### config.mk
export PLATFORM = sky130hd
export DESIGN_NAME = alpha_over_blend_accumulator
export DESIGN_NICKNAME = d
export VERILOG_FILES = /design/src/rtl/aob_pkg.sv /design/src/rtl/aob_mac.sv /design/src/rtl/aob_div.sv /design/src/rtl/alpha_over_blend_accumulator.sv
export SDC_FILE = /design/constraint.sdc
export NUM_CORES = 1
export LEC_CHECK = 0
export ABC_AREA = 1
export BUFFER_PORTS_ARGS = -buffer_cell sky130_fd_sc_hd__buf_2
export CAP_MARGIN = 20
export CORE_ASPECT_RATIO = 0.8
export CORE_UTILIZATION = 60
export DETAILED_ROUTE_END_ITERATION = 7
export PLACE_DENSITY = 0.78
export SYNTH_ARGS = -nofsm -noshare
export SYNTH_HDL_FRONTEND = slang
export SYNTH_SLANG_ARGS = --single-unit
### constraint.sdc
create_clock -name clk -period 10 [get_ports clk]
set_input_delay 1.5 -clock clk [delete_from_list [all_inputs] [get_ports clk]]
set_output_delay 1.5 -clock clk [all_outputs]
set_load 0.03 [all_outputs]
### src/rtl/aob_pkg.sv
// ----------------------------------------------------------------------------
// Alpha-over blend package
// Shared field widths, payload words, sequencer states and tint scaling.
// ----------------------------------------------------------------------------
package aob_pkg;

    localparam int FRAC_BITS = 15;
    localparam int FX_W      = FRAC_BITS + 1;
    localparam int PROD_W    = 2 * FX_W;
    localparam int CNT_W     = $clog2(FX_W + 1);
    localparam logic [FX_W-1:0] FX_ONE = FX_W'(1) << FRAC_BITS;

    typedef struct packed {
        logic [15:0] layer_red;
        logic [15:0] layer_green;
        logic [15:0] layer_blue;
        logic [15:0] layer_alpha;
        logic        frame_end;
    } layer_t;

    typedef struct packed {
        logic [7:0] tint_red;
        logic [7:0] tint_green;
        logic [7:0] tint_blue;
        logic [8:0] tint_alpha;
    } tint_t;

    typedef enum logic [2:0] {
        ST_IDLE,
        ST_ALPHA,
        ST_NEWA,
        ST_DIV,
        ST_MIX_A,
        ST_MIX_B,
        ST_MIX_W,
        ST_EMIT
    } aob_state_t;

    // Clamp a value to the range 0..ONE.
    function automatic logic [FX_W-1:0] sat_one(input logic [FX_W-1:0] v);
        return (v > FX_ONE) ? FX_ONE : v;
    endfunction

    // Color scaled to 0..255: (x * 255) >> FRAC_BITS, as (x << 8) - x.
    function automatic logic [7:0] scale_color(input logic [FX_W-1:0] x);
        logic [FX_W+7:0] prod;
        prod = ({x, 8'd0}) - {8'd0, x};
        return 8'(prod >> FRAC_BITS);
    endfunction

    // Alpha scaled to 0..256: (x * 256) >> FRAC_BITS.
    function automatic logic [8:0] scale_alpha(input logic [FX_W-1:0] x);
        logic [FX_W+8:0] prod;
        prod = {x, 9'd0} >> 1;
        return 9'(prod >> FRAC_BITS);
    endfunction

endpackage

### src/rtl/aob_mac.sv
// ----------------------------------------------------------------------------
// Alpha-over blend multiply-accumulate unit
// Shared fraction multiplier with an accumulator register.
// ----------------------------------------------------------------------------
module aob_mac (
    input  logic                       clk,
    input  logic                       rst_n,
    input  logic                       en,
    input  logic                       clr,
    input  logic [aob_pkg::FX_W-1:0]   op_a,
    input  logic [aob_pkg::FX_W-1:0]   op_b,
    output logic [aob_pkg::PROD_W-1:0] acc
);

    logic [aob_pkg::PROD_W-1:0] acc_reg;
    logic [aob_pkg::PROD_W-1:0] acc_next;
    logic [aob_pkg::PROD_W-1:0] prod;

    assign prod = {{aob_pkg::FX_W{1'b0}}, op_a} * {{aob_pkg::FX_W{1'b0}}, op_b};

    always_comb
    begin
        acc_next = acc_reg;
        if (en)
        begin
            acc_next = (clr ? '0 : acc_reg) + prod;
        end
    end

    always_ff @(posedge clk or negedge rst_n)
    begin
        if (!rst_n)
        begin
            acc_reg <= '0;
        end
        else
        begin
            acc_reg <= acc_next;
        end
    end

    assign acc = acc_reg;

endmodule

### src/rtl/aob_div.sv
// ----------------------------------------------------------------------------
// Alpha-over blend share divider
// Restoring divider, one quotient bit per cycle: (old << FRAC_BITS) / new.
// ----------------------------------------------------------------------------
module aob_div (
    input  logic                     clk,
    input  logic                     rst_n,
    input  logic                     start,
    input  logic [aob_pkg::FX_W-1:0] dividend,
    input  logic [aob_pkg::FX_W-1:0] divisor,
    output logic                     done,
    output logic [aob_pkg::FX_W-1:0] quotient
);

    // The quotient never exceeds ONE, so the upper dividend bits only
    // preload the remainder with dividend >> 1.
    logic [aob_pkg::FX_W-1:0]  rem_reg,  rem_next;
    logic [aob_pkg::FX_W-1:0]  quo_reg,  quo_next;
    logic [aob_pkg::FX_W-1:0]  dvs_reg,  dvs_next;
    logic [aob_pkg::CNT_W-1:0] cnt_reg,  cnt_next;
    logic                      bit_reg,  bit_next;
    logic                      zero_reg, zero_next;
    logic                      done_reg, done_next;
    logic [aob_pkg::FX_W:0]    trial;

    assign trial = {rem_reg, bit_reg};

    always_comb
    begin
        rem_next  = rem_reg;
        quo_next  = quo_reg;
        dvs_next  = dvs_reg;
        cnt_next  = cnt_reg;
        bit_next  = bit_reg;
        zero_next = zero_reg;
        done_next = 1'b0;
        if (start)
        begin
            rem_next  = dividend >> 1;
            bit_next  = dividend[0];
            quo_next  = '0;
            dvs_next  = divisor;
            zero_next = (divisor == '0);
            cnt_next  = aob_pkg::CNT_W'(aob_pkg::FX_W);
        end
        else if (cnt_reg != '0)
        begin
            bit_next = 1'b0;
            if (trial >= {1'b0, dvs_reg})
            begin
                rem_next = aob_pkg::FX_W'(trial - {1'b0, dvs_reg});
                quo_next = {quo_reg[aob_pkg::FX_W-2:0], 1'b1};
            end
            else
            begin
                rem_next = trial[aob_pkg::FX_W-1:0];
                quo_next = {quo_reg[aob_pkg::FX_W-2:0], 1'b0};
            end
            cnt_next  = cnt_reg - 1'b1;
            done_next = (cnt_reg == aob_pkg::CNT_W'(1));
        end
    end

    always_ff @(posedge clk or negedge rst_n)
    begin
        if (!rst_n)
        begin
            cnt_reg  <= '0;
            done_reg <= 1'b0;
        end
        else
        begin
            cnt_reg  <= cnt_next;
            done_reg <= done_next;
        end
    end

    always_ff @(posedge clk)
    begin
        rem_reg  <= rem_next;
        quo_reg  <= quo_next;
        dvs_reg  <= dvs_next;
        bit_reg  <= bit_next;
        zero_reg <= zero_next;
    end

    assign done     = done_reg;
    assign quotient = zero_reg ? '0 : aob_pkg::sat_one(quo_reg);

endmodule

### src/rtl/alpha_over_blend_accumulator.sv
// ----------------------------------------------------------------------------
// Alpha-over blend accumulator
// Composites color layers into one screen tint and emits it on frame end.
// ----------------------------------------------------------------------------
// A layer with nonzero alpha holds the block from acceptance until it takes the
// next word: the 16-step share division keeps the sequencer in its divide state,
// and then the seven products run on the single shared multiplier.
// A layer with zero alpha goes straight to the emit state. A frame end loads its
// tint word in the emit state; a second tint waits until the first is gone.
// Reset clears the accumulator, the sequencer and the tint valid flag.
module alpha_over_blend_accumulator (
    input  logic            clk,
    input  logic            rst_n,
    input  logic            layer_valid,
    output logic            layer_stall,
    input  aob_pkg::layer_t layer,
    output logic            tint_valid,
    input  logic            tint_stall,
    output aob_pkg::tint_t  tint
);

    localparam int W = aob_pkg::FX_W;

    aob_pkg::aob_state_t state_reg, state_next;

    // Accumulated red, green, blue and alpha.
    logic [W-1:0] accum_reg [4];
    logic [W-1:0] accum_next [4];

    // Captured layer, already clamped to ONE.
    logic [W-1:0] color_reg [3];
    logic [W-1:0] alpha_reg;
    logic         frame_end_reg;

    logic [1:0]   chan_reg, chan_next;

    logic           tint_valid_reg, tint_valid_next;
    aob_pkg::tint_t tint_reg, tint_next;

    logic                 accept;
    logic                 mac_en;
    logic                 mac_clr;
    logic [W-1:0]         mac_a;
    logic [W-1:0]         mac_b;
    logic [2*W-1:0]       mac_acc;
    logic                 div_start;
    logic                 div_done;
    logic [W-1:0]         share;
    logic [W-1:0]         keep_new;
    logic [W-1:0]         new_alpha;
    logic [W:0]           mix_hi;
    logic [W-1:0]         mix_val;
    logic                 emit_ok;

    assign accept   = layer_valid && !layer_stall;
    assign keep_new = aob_pkg::FX_ONE - share;

    // New total alpha: old + ((ONE - old) * a) >> FRAC_BITS, from the MAC.
    assign new_alpha = accum_reg[3] + W'(mac_acc >> aob_pkg::FRAC_BITS);

    // Mixed channel after the two products have been summed.
    assign mix_hi  = mac_acc[aob_pkg::FRAC_BITS +: (W + 1)];
    assign mix_val = (mix_hi > {1'b0, aob_pkg::FX_ONE}) ? aob_pkg::FX_ONE : W'(mix_hi);

    // The tint register may be reloaded once the previous word has left.
    assign emit_ok = !tint_valid_reg || !tint_stall;

    aob_mac u_mac (
        .clk   (clk),
        .rst_n (rst_n),
        .en    (mac_en),
        .clr   (mac_clr),
        .op_a  (mac_a),
        .op_b  (mac_b),
        .acc   (mac_acc)
    );

    aob_div u_div (
        .clk      (clk),
        .rst_n    (rst_n),
        .start    (div_start),
        .dividend (accum_reg[3]),
        .divisor  (new_alpha),
        .done     (div_done),
        .quotient (share)
    );

    // Sequencer next state.
    always_comb
    begin
        state_next = state_reg;
        case (state_reg)
            aob_pkg::ST_IDLE:
            begin
                if (accept)
                begin
                    if (aob_pkg::sat_one(layer.layer_alpha) == '0)
                    begin
                        state_next = aob_pkg::ST_EMIT;
                    end
                    else
                    begin
                        state_next = aob_pkg::ST_ALPHA;
                    end
                end
            end
            aob_pkg::ST_ALPHA: state_next = aob_pkg::ST_NEWA;
            aob_pkg::ST_NEWA:  state_next = aob_pkg::ST_DIV;
            aob_pkg::ST_DIV:
            begin
                if (div_done)
                begin
                    state_next = aob_pkg::ST_MIX_A;
                end
            end
            aob_pkg::ST_MIX_A: state_next = aob_pkg::ST_MIX_B;
            aob_pkg::ST_MIX_B: state_next = aob_pkg::ST_MIX_W;
            aob_pkg::ST_MIX_W:
            begin
                if (chan_reg == 2'd2)
                begin
                    state_next = aob_pkg::ST_EMIT;
                end
                else
                begin
                    state_next = aob_pkg::ST_MIX_A;
                end
            end
            aob_pkg::ST_EMIT:
            begin
                if (!frame_end_reg || emit_ok)
                begin
                    state_next = aob_pkg::ST_IDLE;
                end
            end
            default: state_next = aob_pkg::ST_IDLE;
        endcase
    end

    // Sequencer outputs and datapath updates.
    always_comb
    begin
        layer_stall     = 1'b1;
        mac_en          = 1'b0;
        mac_clr         = 1'b0;
        mac_a           = '0;
        mac_b           = '0;
        div_start       = 1'b0;
        chan_next       = chan_reg;
        tint_next       = tint_reg;
        tint_valid_next = tint_valid_reg && tint_stall;
        for (int i = 0; i < 4; i++)
        begin
            accum_next[i] = accum_reg[i];
        end
        case (state_reg)
            aob_pkg::ST_IDLE:
            begin
                layer_stall = 1'b0;
                chan_next   = 2'd0;
            end
            aob_pkg::ST_ALPHA:
            begin
                mac_en  = 1'b1;
                mac_clr = 1'b1;
                mac_a   = aob_pkg::FX_ONE - accum_reg[3];
                mac_b   = alpha_reg;
            end
            aob_pkg::ST_NEWA:
            begin
                // The divider samples the old alpha before it is replaced.
                div_start     = 1'b1;
                accum_next[3] = aob_pkg::sat_one(new_alpha);
            end
            aob_pkg::ST_MIX_A:
            begin
                mac_en  = 1'b1;
                mac_clr = 1'b1;
                mac_a   = accum_reg[chan_reg];
                mac_b   = share;
            end
            aob_pkg::ST_MIX_B:
            begin
                mac_en = 1'b1;
                mac_a  = color_reg[chan_reg];
                mac_b  = keep_new;
            end
            aob_pkg::ST_MIX_W:
            begin
                accum_next[chan_reg] = mix_val;
                chan_next            = chan_reg + 2'd1;
            end
            aob_pkg::ST_EMIT:
            begin
                if (frame_end_reg && emit_ok)
                begin
                    tint_valid_next       = 1'b1;
                    tint_next.tint_red    = aob_pkg::scale_color(accum_reg[0]);
                    tint_next.tint_green  = aob_pkg::scale_color(accum_reg[1]);
                    tint_next.tint_blue   = aob_pkg::scale_color(accum_reg[2]);
                    tint_next.tint_alpha  = aob_pkg::scale_alpha(accum_reg[3]);
                    for (int i = 0; i < 4; i++)
                    begin
                        accum_next[i] = '0;
                    end
                end
            end
            default:
            begin
                layer_stall = 1'b1;
            end
        endcase
    end

    always_ff @(posedge clk or negedge rst_n)
    begin
        if (!rst_n)
        begin
            state_reg      <= aob_pkg::ST_IDLE;
            chan_reg       <= 2'd0;
            tint_valid_reg <= 1'b0;
            for (int i = 0; i < 4; i++)
            begin
                accum_reg[i] <= '0;
            end
        end
        else
        begin
            state_reg      <= state_next;
            chan_reg       <= chan_next;
            tint_valid_reg <= tint_valid_next;
            for (int i = 0; i < 4; i++)
            begin
                accum_reg[i] <= accum_next[i];
            end
        end
    end

    // Layer capture and the tint word need no reset.
    always_ff @(posedge clk)
    begin
        if (accept)
        begin
            color_reg[0]  <= aob_pkg::sat_one(layer.layer_red);
            color_reg[1]  <= aob_pkg::sat_one(layer.layer_green);
            color_reg[2]  <= aob_pkg::sat_one(layer.layer_blue);
            alpha_reg     <= aob_pkg::sat_one(layer.layer_alpha);
            frame_end_reg <= layer.frame_end;
        end
        tint_reg <= tint_next;
    end

    assign tint_valid = tint_valid_reg;
    assign tint       = tint_reg;

endmodule

==> results of run 1 <==
-- worst register-to-register path, cell delays in order (launching register included) --
cell and delay (ns):
dfrtp_2 0.71, inv_2 0.41, nor2_1 0.23, o21ai_0 0.11, nand2_1 0.08, o21ai_0 0.14
a31oi_1 0.67, inv_1 0.59, nand2_1 0.24, fa_1 0.50, fa_1 0.52, fa_1 0.52
inv_1 0.06, fa_1 0.48, fa_1 0.49, inv_1 0.05, fa_1 0.63, inv_1 0.07
ha_1 0.44, inv_1 0.11, o21ai_0 0.30, a21boi_0 0.14, nand2_1 0.11, nand2_1 0.05
nand3_1 0.18, a21oi_1 0.10, o21ai_0 0.19, o21ai_0 0.16
-- layout make-up --
cell class | count | area share
antenna | 1 | 0.00009388
clock buffer | 33 | 0.02779
clock inverter | 21 | 0.008590
inverter | 638 | 0.08994
multi-input combinational | 2122 | 0.5611
sequential | 256 | 0.2618
tap | 544 | 0.02554
timing repair buffer | 119 | 0.02516
-- how the worst max path moves through the flow --
stage / from / to / slack, ns / depth (start not counted)
global route: chan_reg[0] / u_mac.acc[23] / 1.38 / 26
finish: chan_reg[0] / u_mac.acc[23] / 1.61 / 27
floorplan: u_div.quo_reg[9] / u_mac.acc[27] / 3.43 / 35
detailed placement: accum_reg[1] / u_mac.acc[23] / 1.97 / 28
global placement: accum_reg[1] / u_mac.acc[23] / 2.02 / 28
CTS: accum_reg[1] / u_mac.acc[23] / 1.95 / 28
-- layer usage --
layer / vias to the layer above / share of wire / wire length (um) / GRT usage
met5: - / 0.0015 / 122 / 0.01852
met4: 6 / 0.032 / 2563 / 0.1032
met3: 190 / 0.14 / 11410 / 0.1360
met2: 1424 / 0.39 / 31470 / 0.5288
met1: 10550 / 0.43 / 34800 / 0.5772
li1: 10060 / - / - / -
-- cell families (layout without fill, tap and decap cells) --
kind of cell,count (synthesis),in the layout,synth area share
AO/OA/AOI/OAI,573,573,0.1312
buffers and inverters,722,811,0.1147
XOR/XNOR,44,44,0.01588
other,0,1,0
multiplexers,1,1,0.0004046
AND/OR/NAND/NOR,1114,1114,0.1897
flip-flops,256,256,0.2820
adder cells (fa/ha/maj),390,390,0.2661
-- cells in the final DEF (no fill, tap or decap), types with 29 or more instances in the layout --
| master | instances |
|---|---|
| inv_1 | 612 |
| dfrtp_1 | 107 |
| ha_1 | 163 |
| edfxtp_1 | 131 |
| nand2_1 | 625 |
| o21ai_0 | 161 |
| clkbuf_16 | 29 |
| buf_2 | 102 |
| fa_1 | 227 |
| o22ai_1 | 68 |
| a21oi_1 | 243 |
| nand3_1 | 76 |
| nor2_1 | 271 |
-- through the flow --
step | instances | setup slack [ns] | utilization | cell area [um^2] | hold WS, ns
after floorplan | 3100 | 3.426 | - | 24740 | 0.4384
after global placement | 3675 | 2.022 | 0.6306 | 25620 | 0.4534
after detailed placement | 3675 | 1.973 | 0.6306 | 25620 | 0.4781
after CTS | 3729 | 1.952 | 0.6544 | 26590 | 0.4900
after global routing | 3733 | 1.383 | 0.6560 | 26650 | 0.5204
final | 3734 | 1.609 | 0.6560 | 26650 | 0.4848
==> flow_metrics.py, run 1 <==
metrics = {
    "worst_setup_path": {
        "r2r_end": "u_mac.acc[23]",
        "r2r-start": "chan_reg[0]",
        "cp.arrival_ns": 8.85,
        "path_buf_inv": 6,
        "ff2ff_path_depth": 27,
        "r2r_slack_ns": 1.61,
        "crit_top_cell": "fa_1",
        "required_ns": 10.45,
        "cp-end-kind": "flip-flop",
        "cp_slowest_cell": "dfrtp_2",
        "start_kind": "flip-flop",
        "worstPathMaxFanout": 38,
        "path_delay_family": "adder cells",
        "crit_type": "reg -> reg",
        "cp_slowest_stage_delay_ns": 0.71,
    },
    "logic_synthesis": {
        "syn_area_um2": 24740,
        "synth-warning-count": 0,
        "synth_top_area_frac": 0.1837,
        "synth_edf_count": 131,
        "synth_common_cells": "nand2_1 (625), inv_1 (612), nor2_1 (273)",
        "synth_area_per_cell_um2": 7.981,
        "ys_seq_area_frac": 0.2820,
        "synth_flop_cell": "edfxtp_1",
        "syn_inst": 3100,
        "synth_area_leaders": "fa_1 (18%), edfxtp_1 (16%), dfrtp_1 (11%)",
        "ys_ff_latch": 256,
        "synth_top_area_cell": "fa_1",
        "yosysMostFrequentCell": "nand2_1",
        "async_flop_share": 0.4219,
        "synth_cell_types": 66,
        "synthesis.nets": 3559,
    },
    "drt": {
        "dr.pass1.iters": 8,
        "wl_per_cell_um": 21.52,
        "vias": 22230,
        "viasPerCell": 5.952,
        "wirelength_um": 80360,
        "ant_nets": 0,
        "drt_iter0_markers": 2623,
        "route.detailed.drc": 0,
    },
    "min_path": {
        "min_path_type": "reg -> reg",
        "hp-start": "u_div.rem_reg[15]",
        "min_to": "u_div.rem_reg[15]",
        "min_path_cells": 2,
    },
    "clocking": {
        "ctsResizeCount": 0,
        "insertion_delay_ns": 0.59,
        "cts_setup_buffers": 0,
        "root_buffer": "clkbuf_16",
        "clk_pin_slew_ns": 0.07,
        "htree_levels": 1,
        "clk_path_buf_depth": 3,
        "cts_tree": "done",
        "numCtsBuffers": 29,
        "holdBufCountCts": 0,
        "clock_sinks": 256,
    },
    "layout": {
        "finalNetCount": 3625,
        "ff_latch_area_um2": 6978,
        "multi_input_area_um2": 14960,
        "nFillCells": 3535,
        "largest_reg_flops": 64,
        "drive_above_1_share": 0.08278,
        "syn_to_final_growth_pct": 7.727,
    },
    "timing": {
        "period_share": 0.8391,
        "finalSetupViolCount": 0,
        "setup-tns-final_ns": 0,
        "rsz0062_at_grt": "false",
        "tightestPinTransition_ns": 1.125,
        "skew_ns": 0.02381,
        "fmax_mhz": 119.2,
        "finalHoldViolations": 0,
        "max_slew_margin": 0.2497,
        "fin_crit_ns": 8.391,
        "slew_viol_final": 0,
    },
    "floorplanning": {
        "start_util": 0.6090,
        "die_x_um": 229.0,
        "io_pins": 104,
        "core_um2": 40630,
        "die_area_um2": 42060,
        "rows": 66,
        "die_h_um": 183.6,
    },
    "place": {
        "dp_hpwl_um": 63170,
        "gp_congestion": 1.002,
        "io_buffers": 103,
    },
    "job": {
        "cap_violations": 0,
    },
    "grt": {
        "grt_max_degree": 74,
        "grt_pass1_wl_um": 124000,
        "groute.usage.overall": 0.3877,
        "first_global_vias": 21240,
        "grt_antenna_before_repair": 3,
        "overflow": 0,
    },
    "outcome": {
        "status": "complete, no violations",
    },
}
Power of run 1 is not shown: default switching activity piles up to over one toggle a cycle in this logic, so the estimate is an artifact.
==> inputs of run 2 (changes only) <==
Settings changed: ABC_AREA 1 to 0.
Clock period 10 ns to 8.2 ns, I/O delays scaled along.
==> flow_metrics.py, run 2 <==
metrics = {
    "outcome": {
        "status": "complete, no violations",
    },
    "drt": {
        "vias": 19330,
        "route.detailed.drc": 0,
        "ant_nets": 0,
        "wl_per_cell_um": 21.19,
        "drt_iter0_markers": 1978,
        "dr.pass1.iters": 5,
        "wirelength_um": 68370,
        "viasPerCell": 5.991,
    },
    "layout": {
        "drive_above_1_share": 0.1264,
        "design_area_um2": 26480,
        "largest_reg_flops": 64,
        "syn_to_final_growth_pct": 11.50,
        "layout_commonest_cell": "inv_1",
        "layout_common_cells": "inv_1 (387), nand2_1 (328), fa_1 (224), ha_1 (160), edfxtp_1 (131)",
        "finalNetCount": 3134,
    },
    "logic_synthesis": {
        "ys_ff_latch": 256,
        "synth_top_area_cell": "fa_1",
        "synth_top_area_frac": 0.1913,
        "synthesis.nets": 2991,
        "synth_area_per_cell_um2": 9.380,
        "synth-warning-count": 0,
        "syn_area_um2": 23750,
        "synth_cell_types": 77,
        "synthAdderAreaFrac": 0.2772,
        "yosys.area_share.xor_xnor": 0.02950,
        "yosysMostFrequentCell": "inv_1",
        "synth_common_cells": "inv_1 (387), nand2_1 (330), fa_1 (227)",
        "syn_inst": 2532,
        "synthSimpleGateAreaFrac": 0.1646,
        "ys_seq_area_frac": 0.2938,
        "async_flop_share": 0.4219,
        "synth_area_leaders": "fa_1 (19%), edfxtp_1 (17%), dfrtp_1 (11%)",
        "synth-compound-area-share": 0.1231,
        "synth_flop_cell": "edfxtp_1",
        "muxShareOfSynthArea": 0.03229,
        "synth_edf_count": 131,
        "synth_top_family_by_area": "adder cells",
    },
    "place": {
        "pre_cts_ws_ns": -0.1720,
        "dp_hpwl_um": 53140,
        "place_area_um2": 25390,
        "gp_congestion": 0.9909,
        "io_buffers": 103,
    },
    "timing": {
        "period_share": 0.9575,
        "slew_viol_final": 0,
        "setup-tns-final_ns": 0,
        "skew_ns": 0.03855,
        "tightestPinTransition_ns": 0.9997,
        "finalWorstSetupSlack_ns": 0.3487,
        "fmax_mhz": 127.4,
        "max_slew_margin": 0.3290,
        "fin_crit_ns": 7.851,
        "finalHoldViolations": 0,
        "finalSetupViolCount": 0,
    },
    "worst_setup_path": {
        "crit_type": "reg -> reg",
        "critPathLaunch": "u_div.quo_reg[11]",
        "cp-end-kind": "flip-flop",
        "cp_slowest_cell": "fa_1",
        "path_buf_inv": 5,
        "cp_slowest_stage_delay_ns": 0.55,
        "start_kind": "flip-flop",
        "crit_top_cell": "fa_1",
        "ff2ff_path_depth": 33,
        "path_delay_family": "adder cells",
        "worstPathMaxFanout": 7,
        "cp.arrival_ns": 8.31,
        "required_ns": 8.66,
        "r2r-start": "u_div.quo_reg[11]",
        "path_depth": 33,
    },
    "min_path": {
        "min_path_type": "reg -> reg",
        "min_path_cells": 2,
        "hp-start": "u_mac.acc[2]",
    },
    "grt": {
        "groute.usage.overall": 0.3468,
        "first_global_vias": 19380,
        "grt_max_degree": 68,
        "grt_antenna_before_repair": 1,
        "overflow": 0,
        "grt_pass1_wl_um": 108300,
    },
    "floorplanning": {
        "start_util": 0.6153,
        "die_area_um2": 40390,
        "die_h_um": 180.0,
        "die_x_um": 224.4,
        "io_pins": 104,
        "rows": 64,
        "core_um2": 38600,
    },
    "clocking": {
        "clk_path_buf_depth": 3,
        "clk_pin_slew_ns": 0.07,
        "cts_tree": "done",
        "root_buffer": "clkbuf_16",
        "insertion_delay_ns": 0.59,
        "clock_sinks": 256,
        "numCtsBuffers": 28,
        "htree_levels": 1,
    },
    "power_and_ir_drop": {
        "p_leak_nw": 12.13,
        "power_density_nw_per_um2": 311.7,
        "ir_worst_vdd_mv": 0.2903,
    },
    "job": {
        "cap_violations": 0,
    },
}
## run 2: cell count changes after synthesis, moves of 82 or more
| cell | delta |
|---|---|
| inv_1 | -225 |
| nand2_1 | -295 |
| and2_1 | +89 |
| nor2b_1 | +82 |
| nor2_1 | -160 |
| a21oi_1 | -130 |
## run 2: logic make-up after synthesis
group / Yosys count
compound gates: 441
xor+xnor: 80
fa+ha+maj: 390
buf+inv: 498
flops: 256
mux: 56
simple gates: 811
## run 2: metrics by stage
step                      hold WS (ns)  total power [W]  std cells    util
final                           0.4584         0.008254       3226  0.6861
after CTS                       0.4630         0.008104       3219  0.6816
after global placement          0.4422         0.006650       3165  0.6574
after floorplan                 0.4231         0.005334       2532       -
after global routing            0.4837         0.008773       3225  0.6860
after detailed placement        0.4484         0.006792       3167  0.6578
## run 2: worst reg2reg max path, delay by kind of cell (launching register included)
kind	cells	cell delay, ns
buffers and inverters	5	0.42
DFF	1	0.34
AOI/OAI and AO/OA	11	2.02
xor gates and xnor gates	1	0.22
and+or+nand+nor	8	1.16
adders and majority gates	8	3.59
## run 2: what timing repair did
action                                 in CTS  in global routing
buffers inserted                            0                  5
endpoints found under the hold margin       0                  0
hold buffers                                0                  0
gates resized for setup                     3                 30
pin swaps                                   1                  9
cloned                                      0                  0
setup endpoints to repair                   1                 12
## run 2: final timing paths
kind / end / slack, ns
min: u_mac.acc[2] / 0.46
max in group asynchronous: u_mac.acc[11] / 6.18
max: u_mac.acc[26] / 0.35
min reg2reg: u_mac.acc[2] / 0.46
min in group asynchronous: accum_reg[27] / 0.83
max reg2reg: u_mac.acc[26] / 0.35
## run 2: final cells by class
type / count / area, um^2
Inverter: 391 / 1468
Timing Repair Buffer: 220 / 1434
Antenna cell: 1 / 2.502
Sequential cell: 256 / 6980
Clock inverter: 22 / 200.2
Fill cell: 2984 / 12120
Tap cell: 528 / 660.6
Multi-Input combinational cell: 1778 / 15030
Clock buffer: 30 / 708.2
## run 2: metal layers
metal  routed length, um  global-route usage
met3                7699             0.08271
met1               29400              0.5154
met5                   0                   0
met2               29390              0.5065
met4                1875             0.09714
## run 2: where the power goes
part / total [W] / internal, W / switching [W]
combinational: 0.00484 / 0.00192 / 0.00292
sequential: 0.00215 / 0.00183 / 0.000325
clock: 0.00126 / 0.000698 / 0.000563
(Power assumes the default switching activity.)
